$ cat config.mk
export PLATFORM = sky130hd
export DESIGN_NAME = fbq_cell
export DESIGN_NICKNAME = d
export VERILOG_FILES = /design/src/hdl/fbq_pkg.sv /design/src/hdl/fbq_cell.sv
export SDC_FILE = /design/constraint.sdc
export NUM_CORES = 1
export LEC_CHECK = 0
export BUFFER_PORTS_ARGS = -buffer_cell sky130_fd_sc_hd__buf_2
export CORE_AREA = 2 2 103 105
export CTS_CLUSTER_DIAMETER = 150
export DETAILED_ROUTE_END_ITERATION = 10
export DIE_AREA = 0 0 105 107
export PLACE_DENSITY_LB_ADDON = 0.12
export SLEW_MARGIN = 20
export SYNTH_ARGS = -nofsm -noshare
export SYNTH_HDL_FRONTEND = slang
export SYNTH_SLANG_ARGS = --single-unit
$ cat constraint.sdc
create_clock -name clk -period 11.4 [get_ports clk]
set_clock_uncertainty 0.2 [all_clocks]
set_input_delay 0.57 -clock clk [delete_from_list [all_inputs] [get_ports clk]]
set_output_delay 0.57 -clock clk [all_outputs]
set_load 0.01 [all_outputs]
$ cat src/hdl/fbq_pkg.sv
package fbq_pkg;

    localparam int CAPACITY = 256;
    localparam int CNT_W    = $clog2(CAPACITY + 1);
    localparam int DATA_W   = 32;

    typedef enum logic
    {
        OP_INSERT = 1'b0,
        OP_REMOVE = 1'b1
    } op_t;

    typedef struct packed
    {
        logic [DATA_W-1:0] size;
        logic [DATA_W-1:0] addr;
    } blk_t;

    // per-cycle command broadcast to every cell
    typedef struct packed
    {
        logic ins;
        logic rem;
        blk_t blk;
    } cmd_t;

    // a ranks strictly above b: larger size, then lower address
    function automatic logic ranks_above(input blk_t a, input blk_t b);
        logic res;
        if (a.size != b.size)
        begin
            res = (a.size > b.size);
        end
        else
        begin
            res = (a.addr < b.addr);
        end
        return res;
    endfunction

endpackage

$ cat src/hdl/fbq_cell.sv
module fbq_cell
(
    input  logic          clk,
    input  fbq_pkg::cmd_t cmd,
    input  logic          occ,
    input  fbq_pkg::blk_t prev_blk,
    input  logic          prev_above,
    input  fbq_pkg::blk_t next_blk,
    output fbq_pkg::blk_t blk,
    output logic          above
);
    import fbq_pkg::*;

    blk_t blk_reg;
    blk_t blk_next;

    // an empty cell always yields to the new block
    assign above = !occ || ranks_above(cmd.blk, blk_reg);
    assign blk   = blk_reg;

    always_comb
    begin
        blk_next = blk_reg;
        if (cmd.ins)
        begin
            if (prev_above)
            begin
                blk_next = prev_blk;
            end
            else if (above)
            begin
                blk_next = cmd.blk;
            end
        end
        else if (cmd.rem)
        begin
            blk_next = next_blk;
        end
    end

    always_ff @(posedge clk)
    begin
        blk_reg <= blk_next;
    end

endmodule

=== Yosys cells after proc, flatten, opt, wreduce, memory -nomap -nowiden ===
Index checks and enable logic that the tools add are counted.

* Bits in registers: 64
* Output and inout bits: 65
* Input port bits: 197
* Word-level logic and storage cells: 15

* Equality and inequality tests: 2
* Magnitude comparators: 2
* Reductions and logical operators: 4
* Muxes and demuxes: 5

{| class="wikitable"
|+ Operators with widths
! cell !! number
|-
| 64-bit two-way mux || 4
|-
| 32-bit greater-than comparator || 1
|-
| 32-bit less-than comparator || 1
|-
| 32-bit != test || 1
|-
| 3-bit by 1-bit != test with 1-bit output, second input constant || 1
|-
| 2-bit AND reduction || 1
|-
| 2-bit nonzero test || 1
|-
| 1-bit logical NOT || 1
|-
| 1-bit logical OR || 1
|-
| 1-bit two-way mux || 1
|}

=== Longest topological paths before layout ===
Gate-level depths: netlist (run 1).

* Depth in word-level cells: 6
* Depth in mapped cells: 8
* Depth with buffers taken out: 8

=== Worst setup path after synthesis (run 1) ===
Ideal clock, no wire load.

* Path type: input to register
* Start: input port cmd[11] (netlist bit)
* End: register blk_reg (netlist bit blk[0]), enable pin
* Data arrival time: 5.350 ns
* Stages on the path: 7
* Path slack: 5.326 ns
* Path buffers: 0
* Required time: 10.676 ns
* Setup time: 0.524 ns
* Cells stage by stage: ha_1 -> a21oi_2 -> o21ai_1 -> a221o_1 -> o311ai_1 -> nand4b_1 -> a31oi_1

* Cells in the longest elaborated chain, start to end: 5

{| class="wikitable"
|+ RTL lines
! what !! line !! text
|-
| start, declared || fbq_cell.sv:4 || <nowiki>input fbq_pkg::cmd_t cmd,</nowiki>
|-
| 32-bit less-than comparator || fbq_pkg.sv:36 || <nowiki>res = (a.addr < b.addr);</nowiki>
|-
| 1-bit two-way mux || fbq_pkg.sv:30 || <nowiki>if (a.size != b.size)</nowiki>
|-
| 1-bit logical OR || fbq_cell.sv:18 || <nowiki>assign above = !occ || ranks_above(cmd.blk, blk_reg);</nowiki>
|-
| 3-bit by 1-bit != test with 1-bit output (no source line) || - ||
|-
| 2-bit AND reduction (no source line) || - ||
|-
| end signal, assigned || fbq_cell.sv:43 || <nowiki>blk_reg <= blk_next;</nowiki>
|-
| end, declared || fbq_cell.sv:14 || <nowiki>blk_t blk_reg;</nowiki>
|}

No other way between the ends.
A chain may end at the register's enable or synchronous reset.

=== Final worst setup path (run 1) ===
* Start: register blk_reg (netlist bit blk[55])
* End: register blk_reg (netlist bit blk[21]), enable pin

* Cells in the longest elaborated chain, start to end: 5
* Elaborated cells between the ends (all ways): 6
* Those cells by class: order compare (1); eq/ne (2); mux (1); reduce/logical (2)

{| class="wikitable"
|+ RTL lines
! what !! line
|-
| 32-bit greater-than comparator or 32-bit != test (tied branches) || fbq_pkg.sv:32, fbq_pkg.sv:30
|-
| 1-bit two-way mux * || fbq_pkg.sv:30
|-
| 1-bit logical OR * || fbq_cell.sv:18
|-
| 3-bit by 1-bit != test with 1-bit output (no source line) * || -
|-
| 2-bit AND reduction (no source line) * || -
|}

Mark *: on every way between the ends. The rest lies on a longest branch, timed or not.

==> results of run 1 <==
## worst max path at each step
stage,to,slack [ns],depth (start not counted)
final,blk[21]$_DFFE_PP_,7.66,8
after global routing,blk[12]$_DFFE_PP_,7.39,9
after CTS,blk[11]$_DFFE_PP_,7.60,9
after detailed placement,blk[8]$_DFFE_PP_,7.32,9
after global placement,blk[19]$_DFFE_PP_,7.36,9
after floorplan,blk[0]$_DFFE_PP_,5.33,7
## synthesized netlist by cell type (all sizes together)
| cell type | count | area share (%) |
|---|---|---|
| a2111oi | 2 | 0.52 |
| a211oi | 2 | 0.31 |
| a21boi | 2 | 0.31 |
| a21o | 6 | 0.93 |
| a21oi | 87 | 9.2 |
| a221o | 2 | 0.41 |
| a31oi | 1 | 0.13 |
| and4 | 1 | 0.18 |
| buf | 12 | 1.1 |
| clkbuf | 9 | 0.70 |
| edfxtp | 64 | 40 |
| ha | 63 | 16 |
| inv | 65 | 5.1 |
| mux2i | 64 | 13 |
| nand2 | 10 | 0.78 |
| nand2b | 1 | 0.29 |
| nand3 | 9 | 0.93 |
| nand4 | 13 | 1.7 |
| nand4b | 1 | 0.18 |
| nor2 | 71 | 5.5 |
| nor2b | 2 | 0.26 |
| nor3 | 1 | 0.10 |
| nor4 | 3 | 0.39 |
| o211ai | 1 | 0.16 |
| o21ai | 6 | 0.62 |
| o311ai | 1 | 0.18 |
| o31a | 1 | 0.18 |
| o31ai | 2 | 0.31 |
| or3 | 1 | 0.13 |
## metrics by stage
stage	cells	power (mW)
2_1_floorplan	503	0.4204
3_3_place_gp	882	0.5029
3_5_place_dp	882	0.5103
4_1_cts	898	0.7059
5_1_grt	898	0.7424
6_report	898	0.7017
## worst max-delay path: stages, from the launching register on
cell	delay (ns)
edfxtp_1	0.36
inv_1	0.05
ha_1	0.31
nand4_1	0.15
nor4_1	0.46
nand3_1	0.23
nand4b_1	0.34
a31oi_4	0.61
buf_4	0.64
## power groups by stage
stage	Clock, mW	Combinational (mW)	Sequential, mW
after global placement	0	0.196	0.307
after floorplan	0	0.101	0.319
after CTS	0.199	0.205	0.302
after global routing	0.210	0.227	0.305
after detailed placement	0	0.203	0.307
final	0.197	0.203	0.302
## final cells by class
class	instances	area, um^2
clock inverters	7	72.57
fillers	929	3638
inverters	65	244.0
repair buffers	264	1334
multi-input cells	353	2587
clock buffers	9	123.9
flip-flops and latches	64	1922
well taps	136	170.2
## logic make-up (layout without fill, tap and decap cells)
group,Yosys count,in the layout,share of synthesized area [%]
muxes,64,64,13.27
and+or+nand+nor,113,113,10.45
AOI/OAI and AO/OA,113,113,13.25
DFF,64,64,39.82
adders and majority gates,63,63,16.33
buffers and inverters,86,345,6.870
## routing by layer
metal  vias to the layer above  GRT usage [%]
met2                       184          45.36
met3                        18          4.863
li1                       2320              -
met4                         0          7.333
met5                         -              0
met1                      2117          26.65
==> flow_metrics.py, run 1 <==
metrics = {
    "place": {
        "place_area_um2": 6257,
        "port_buffers": 261,
        "routabilityCongestion": 0.8421,
        "place_ws_ns": 7.323,
        "hpwl_mm": 11.05,
    },
    "finish": {
        "layout_common_cells": "259 x buf_2, 85 x a21oi_1, 71 x nor2_1",
        "drive_gt1_share_pct": 37.40,
        "final_area_um2": 6454,
        "area_growth_pct": 33.73,
        "utilization_pct": 63.95,
        "nets": 1017,
        "largest_reg_flops": 64,
        "n_antenna_cell": 0,
        "final_common_cell": "buf_2",
    },
    "floorplan": {
        "initial_core_util_pct": 47.82,
        "core_um2": 10090,
        "die_h_um": 107,
        "die_x_um": 105,
        "io_pins": 262,
        "rows": 37,
        "die_area_um2": 11240,
    },
    "power": {
        "power_leakage_nw": 3.423,
        "vdd_drop_max_uv": 61.20,
        "p_comb_share_pct": 28.9,
        "powerDensity_nw_per_um2": 108.7,
        "p_sw_share_pct": 31.24,
        "power_frac_seq_pct": 43.1,
        "p_clk_share_pct": 28.0,
        "power.internal_mw": 0.4825,
        "switchingPower_mw": 0.2192,
    },
    "global_routing": {
        "grt_usage_pct": 23.85,
        "grt_max_degree": 99,
        "grt_remaining_overflow": 0,
        "antenna_found_initial": 0,
        "grt_pass1_wl_mm": 21.32,
        "grt_pass1_vias": 4557,
    },
    "clock_tree": {
        "hold_buffers": 0,
        "post_cts_buffers": 0,
        "tritoncts": "done",
        "h-tree-depth": 3,
        "clock_latency_ns": 0.34,
        "cts_resized": 0,
        "cts.sinks": 64,
        "clk_path_buf_depth": 2,
        "cts_root_buf": "clkbuf_8",
        "path_clk_slew_ns": 0.08,
        "cts_buffers": 9,
    },
    "hold_path": {
        "whs_path_depth": 3,
        "hold_path_class": "in -> reg",
        "worstHoldStart": "next_blk[4]",
        "min_to": "blk[4]$_DFFE_PP_",
    },
    "sta": {
        "tightestPinTransition_ns": 0.9127,
        "hold_viol": 0,
        "tns_ns": 0,
        "finalCritPeriodShare_pct": 32.81,
        "maxSlewHeadroom_pct": 39.15,
        "worst_slack_ns": 7.660,
        "fin_crit_ns": 3.740,
        "clock.fmax_mhz": 267.4,
        "rsz0062_at_grt": "false",
        "hold-worst-slack_ns": 0.3469,
        "drv_slew": 0,
        "setup_viol": 0,
    },
    "critical_path": {
        "arrival_ns": 3.51,
        "worstPathRequired_ns": 11.17,
        "timing.rr.start": "blk[55]$_DFFE_PP_",
        "r2r_cells": 8,
        "cp-start-kind": "flip-flop",
        "regToRegEndpoint": "blk[21]$_DFFE_PP_",
        "crit_fanout": 46,
        "crit_type": "reg -> reg",
        "crit_start": "blk[55]$_DFFE_PP_",
        "r2r_setup_slack_ns": 7.66,
        "crit_path_end_kind": "flip-flop",
    },
    "yosys": {
        "synth_area_per_cell_um2": 9.594,
        "ys_seq_area_share_pct": 39.82,
        "synth_nets": 763,
        "synthCells": 503,
        "synth-seq-cells": 64,
        "synth_cell_types": 34,
        "netlist_area_um2": 4826,
        "yosysWarningCount": 0,
    },
    "routing": {
        "ant_nets": 0,
        "wl_mm": 13.61,
        "highest_layer": "met4",
        "wl_met2_mm": 7.096,
        "post_drt_wl_per_cell_um": 15.16,
        "drt_iter0_drc": 171,
        "wl_met1_mm": 5.444,
        "routed-via-count": 4639,
        "avgViaCountPerCell": 5.166,
        "drt_pass1_iterations": 5,
        "drc": 0,
        "route.met3.wl_um": 828,
    },
    "run_status": {
        "status": "complete, no violations",
    },
    "job": {
        "cap_violations": 0,
    },
}
(Power assumes the default switching activity.)
==> run 2: changes to the inputs <==
--- a/config.mk
+++ b/config.mk
@@ -6,10 +6,10 @@
 export NUM_CORES = 1
 export LEC_CHECK = 0
 export BUFFER_PORTS_ARGS = -buffer_cell sky130_fd_sc_hd__buf_2
-export CORE_AREA = 2 2 103 105
+export CORE_AREA = 2 2 112 114
 export CTS_CLUSTER_DIAMETER = 150
 export DETAILED_ROUTE_END_ITERATION = 10
-export DIE_AREA = 0 0 105 107
+export DIE_AREA = 0 0 114 116
 export PLACE_DENSITY_LB_ADDON = 0.12
 export SLEW_MARGIN = 20
 export SYNTH_ARGS = -nofsm -noshare
==> constraint.sdc (replaced) <==
create_clock -name clk -period 3.2 [get_ports clk]
set_clock_uncertainty 0.2 [all_clocks]
set_input_delay 0.16 -clock clk [delete_from_list [all_inputs] [get_ports clk]]
set_output_delay 0.16 -clock clk [all_outputs]
set_load 0.01 [all_outputs]
==> run 2 against run 1 <==
The run now ends with negative hold slack left. Global-route usage decreased by 3.2 points. Flip-flop and latch count unchanged. Utilization decreased by 4.5 points. Critical path depth unchanged. Final cell count increased by 6.7%. Clock power increased to 4.2 times the previous value. Non-clock buffer count increased by 51. Maximum frequency increased by 28%. Critical endpoint is now blk[3]$_DFFE_PP_. Power increased to 3.8 times the previous value. Routed wire length increased by 2.9%. First-iteration DRC count decreased by 34%. Setup slack got worse by 7.4 ns. Largest cell class unchanged.
==> flow_metrics.py, run 2 (synthesis gave the netlist of run 1 again) <==
metrics = {
    "run_status": {
        "status": "finished with violations",
        "violations": "negative hold slack",
    },
    "clock_tree": {
        "clock_latency_ns": 0.33,
        "cts_buffers": 9,
        "cts_root_buf": "clkbuf_16",
        "post_cts_buffers": 0,
        "tritoncts": "done",
        "path_clk_slew_ns": 0.05,
        "cts.sinks": 64,
        "clk_path_buf_depth": 2,
        "h-tree-depth": 3,
    },
    "sta": {
        "hold_viol": 4,
        "clock.fmax_mhz": 341.2,
        "finalCritPeriodShare_pct": 91.59,
        "worst_slack_ns": 0.2693,
        "tightestPinTransition_ns": 0.5134,
        "maxSlewHeadroom_pct": 65.46,
        "hold-worst-slack_ns": -0.008586,
        "rsz0062_at_grt": "false",
        "drv_slew": 0,
        "setup_viol": 0,
        "fin_crit_ns": 2.931,
        "tns_ns": 0,
    },
    "finish": {
        "largest_reg_flops": 64,
        "fill_cells": 1083,
        "area_growth_pct": 46.77,
        "drive_gt1_share_pct": 35.19,
        "layout_common_cells": "259 x buf_2, 85 x a21oi_1, 71 x nor2_1",
        "nets": 1068,
        "final_area_um2": 7083,
        "final_common_cell": "buf_2",
    },
    "floorplan": {
        "die_x_um": 114,
        "initial_core_util_pct": 40.51,
        "rows": 40,
        "die_h_um": 116,
        "die_area_um2": 13220,
        "io_pins": 262,
        "core_um2": 11910,
    },
    "power": {
        "vdd_drop_max_uv": 183.8,
        "power_leakage_nw": 3.674,
        "powerDensity_nw_per_um2": 378.7,
    },
    "critical_path": {
        "arrival_ns": 2.74,
        "r2r_setup_slack_ns": 0.27,
        "crit_fanout": 34,
        "cp-start-kind": "flip-flop",
        "crit_type": "reg -> reg",
        "crit_path_end_kind": "flip-flop",
        "worstPathRequired_ns": 3.01,
    },
    "place": {
        "port_buffers": 261,
        "place_area_um2": 6349,
        "hpwl_mm": 11.14,
        "routabilityCongestion": 0.7750,
        "place_ws_ns": 0.2517,
    },
    "routing": {
        "wl_mm": 14.01,
        "ant_nets": 0,
        "post_drt_wl_per_cell_um": 14.62,
        "routed-via-count": 4716,
        "drc": 0,
        "avgViaCountPerCell": 4.923,
        "drt_pass1_iterations": 4,
        "drt_iter0_drc": 113,
    },
    "global_routing": {
        "grt_pass1_wl_mm": 21.24,
        "grt_pass1_vias": 4594,
        "grt_max_degree": 129,
        "grt_usage_pct": 20.68,
        "grt_remaining_overflow": 0,
        "antenna_found_initial": 1,
    },
    "job": {
        "cap_violations": 0,
    },
    "hold_path": {
        "hold_path_class": "in -> reg",
    },
}
-- run 2: cell type report --
cell class | count | area (um^2) | area share, %
flip-flops and latches | 64 | 1922 | 27.13
clock buffers | 10 | 229.0 | 3.233
well taps | 147 | 183.9 | 2.597
repair buffers | 315 | 1877 | 26.50
diodes | 1 | 2.502 | 0.03533
multi-input cells | 353 | 2613 | 36.88
inverters | 65 | 244.0 | 3.445
clock inverters | 3 | 12.51 | 0.1766
-- run 2: what timing repair did --
item	4_1_cts	5_1_grt
hold buffers	49	0
gates resized for setup	0	0
hold endpoints to repair	49	0
setup endpoints to repair	0	0
-- run 2: critical path: stages, from the launching register on --
cell and delay [ns]:
edfxtp_1 0.35, inv_1 0.05, ha_1 0.28, nand4_1 0.15, nor4_1 0.53, nand3_1 0.18, nand4b_1 0.29, a31oi_4 0.31
buf_12 0.24
-- run 2: through the flow --
step                      power (mW)  utilization [%]  hold slack, ns  instances
after floorplan                1.499                -          0.1856        503
after global placement         1.811            53.30          0.2778        895
after detailed placement       1.829            53.30          0.2803        895
after CTS                      2.706            59.44        0.001155        957
after global routing           2.830            59.44        0.007676        957
final                          2.683            59.46       -0.008586        958
-- run 2: worst paths after layout --
check / start / endpoint / cells after the start
worst max register to register: blk[45]$_DFFE_PP_ / blk[3]$_DFFE_PP_ / 8
worst min register to register: blk[31]$_DFFE_PP_ / blk[31]$_DFFE_PP_ / 6
worst max-delay path: blk[45]$_DFFE_PP_ / blk[3]$_DFFE_PP_ / 8
worst min-delay path: next_blk[52] / blk[52]$_DFFE_PP_ / 3
-- run 2: metal layers --
layer	routed length, um	up-vias	global-route usage (%)
met5	0	-	0
met4	245	0	7.561
met3	905	19	4.079
met2	7034	170	38.41
met1	5820	2102	23.57
li1	-	2425	-
-- run 2: report_power, final --
part           switching (mW)  total, mW  internal [mW]
clock network           0.327      0.830          0.503
logic                   0.401      0.778          0.378
registers              0.0406       1.07           1.03
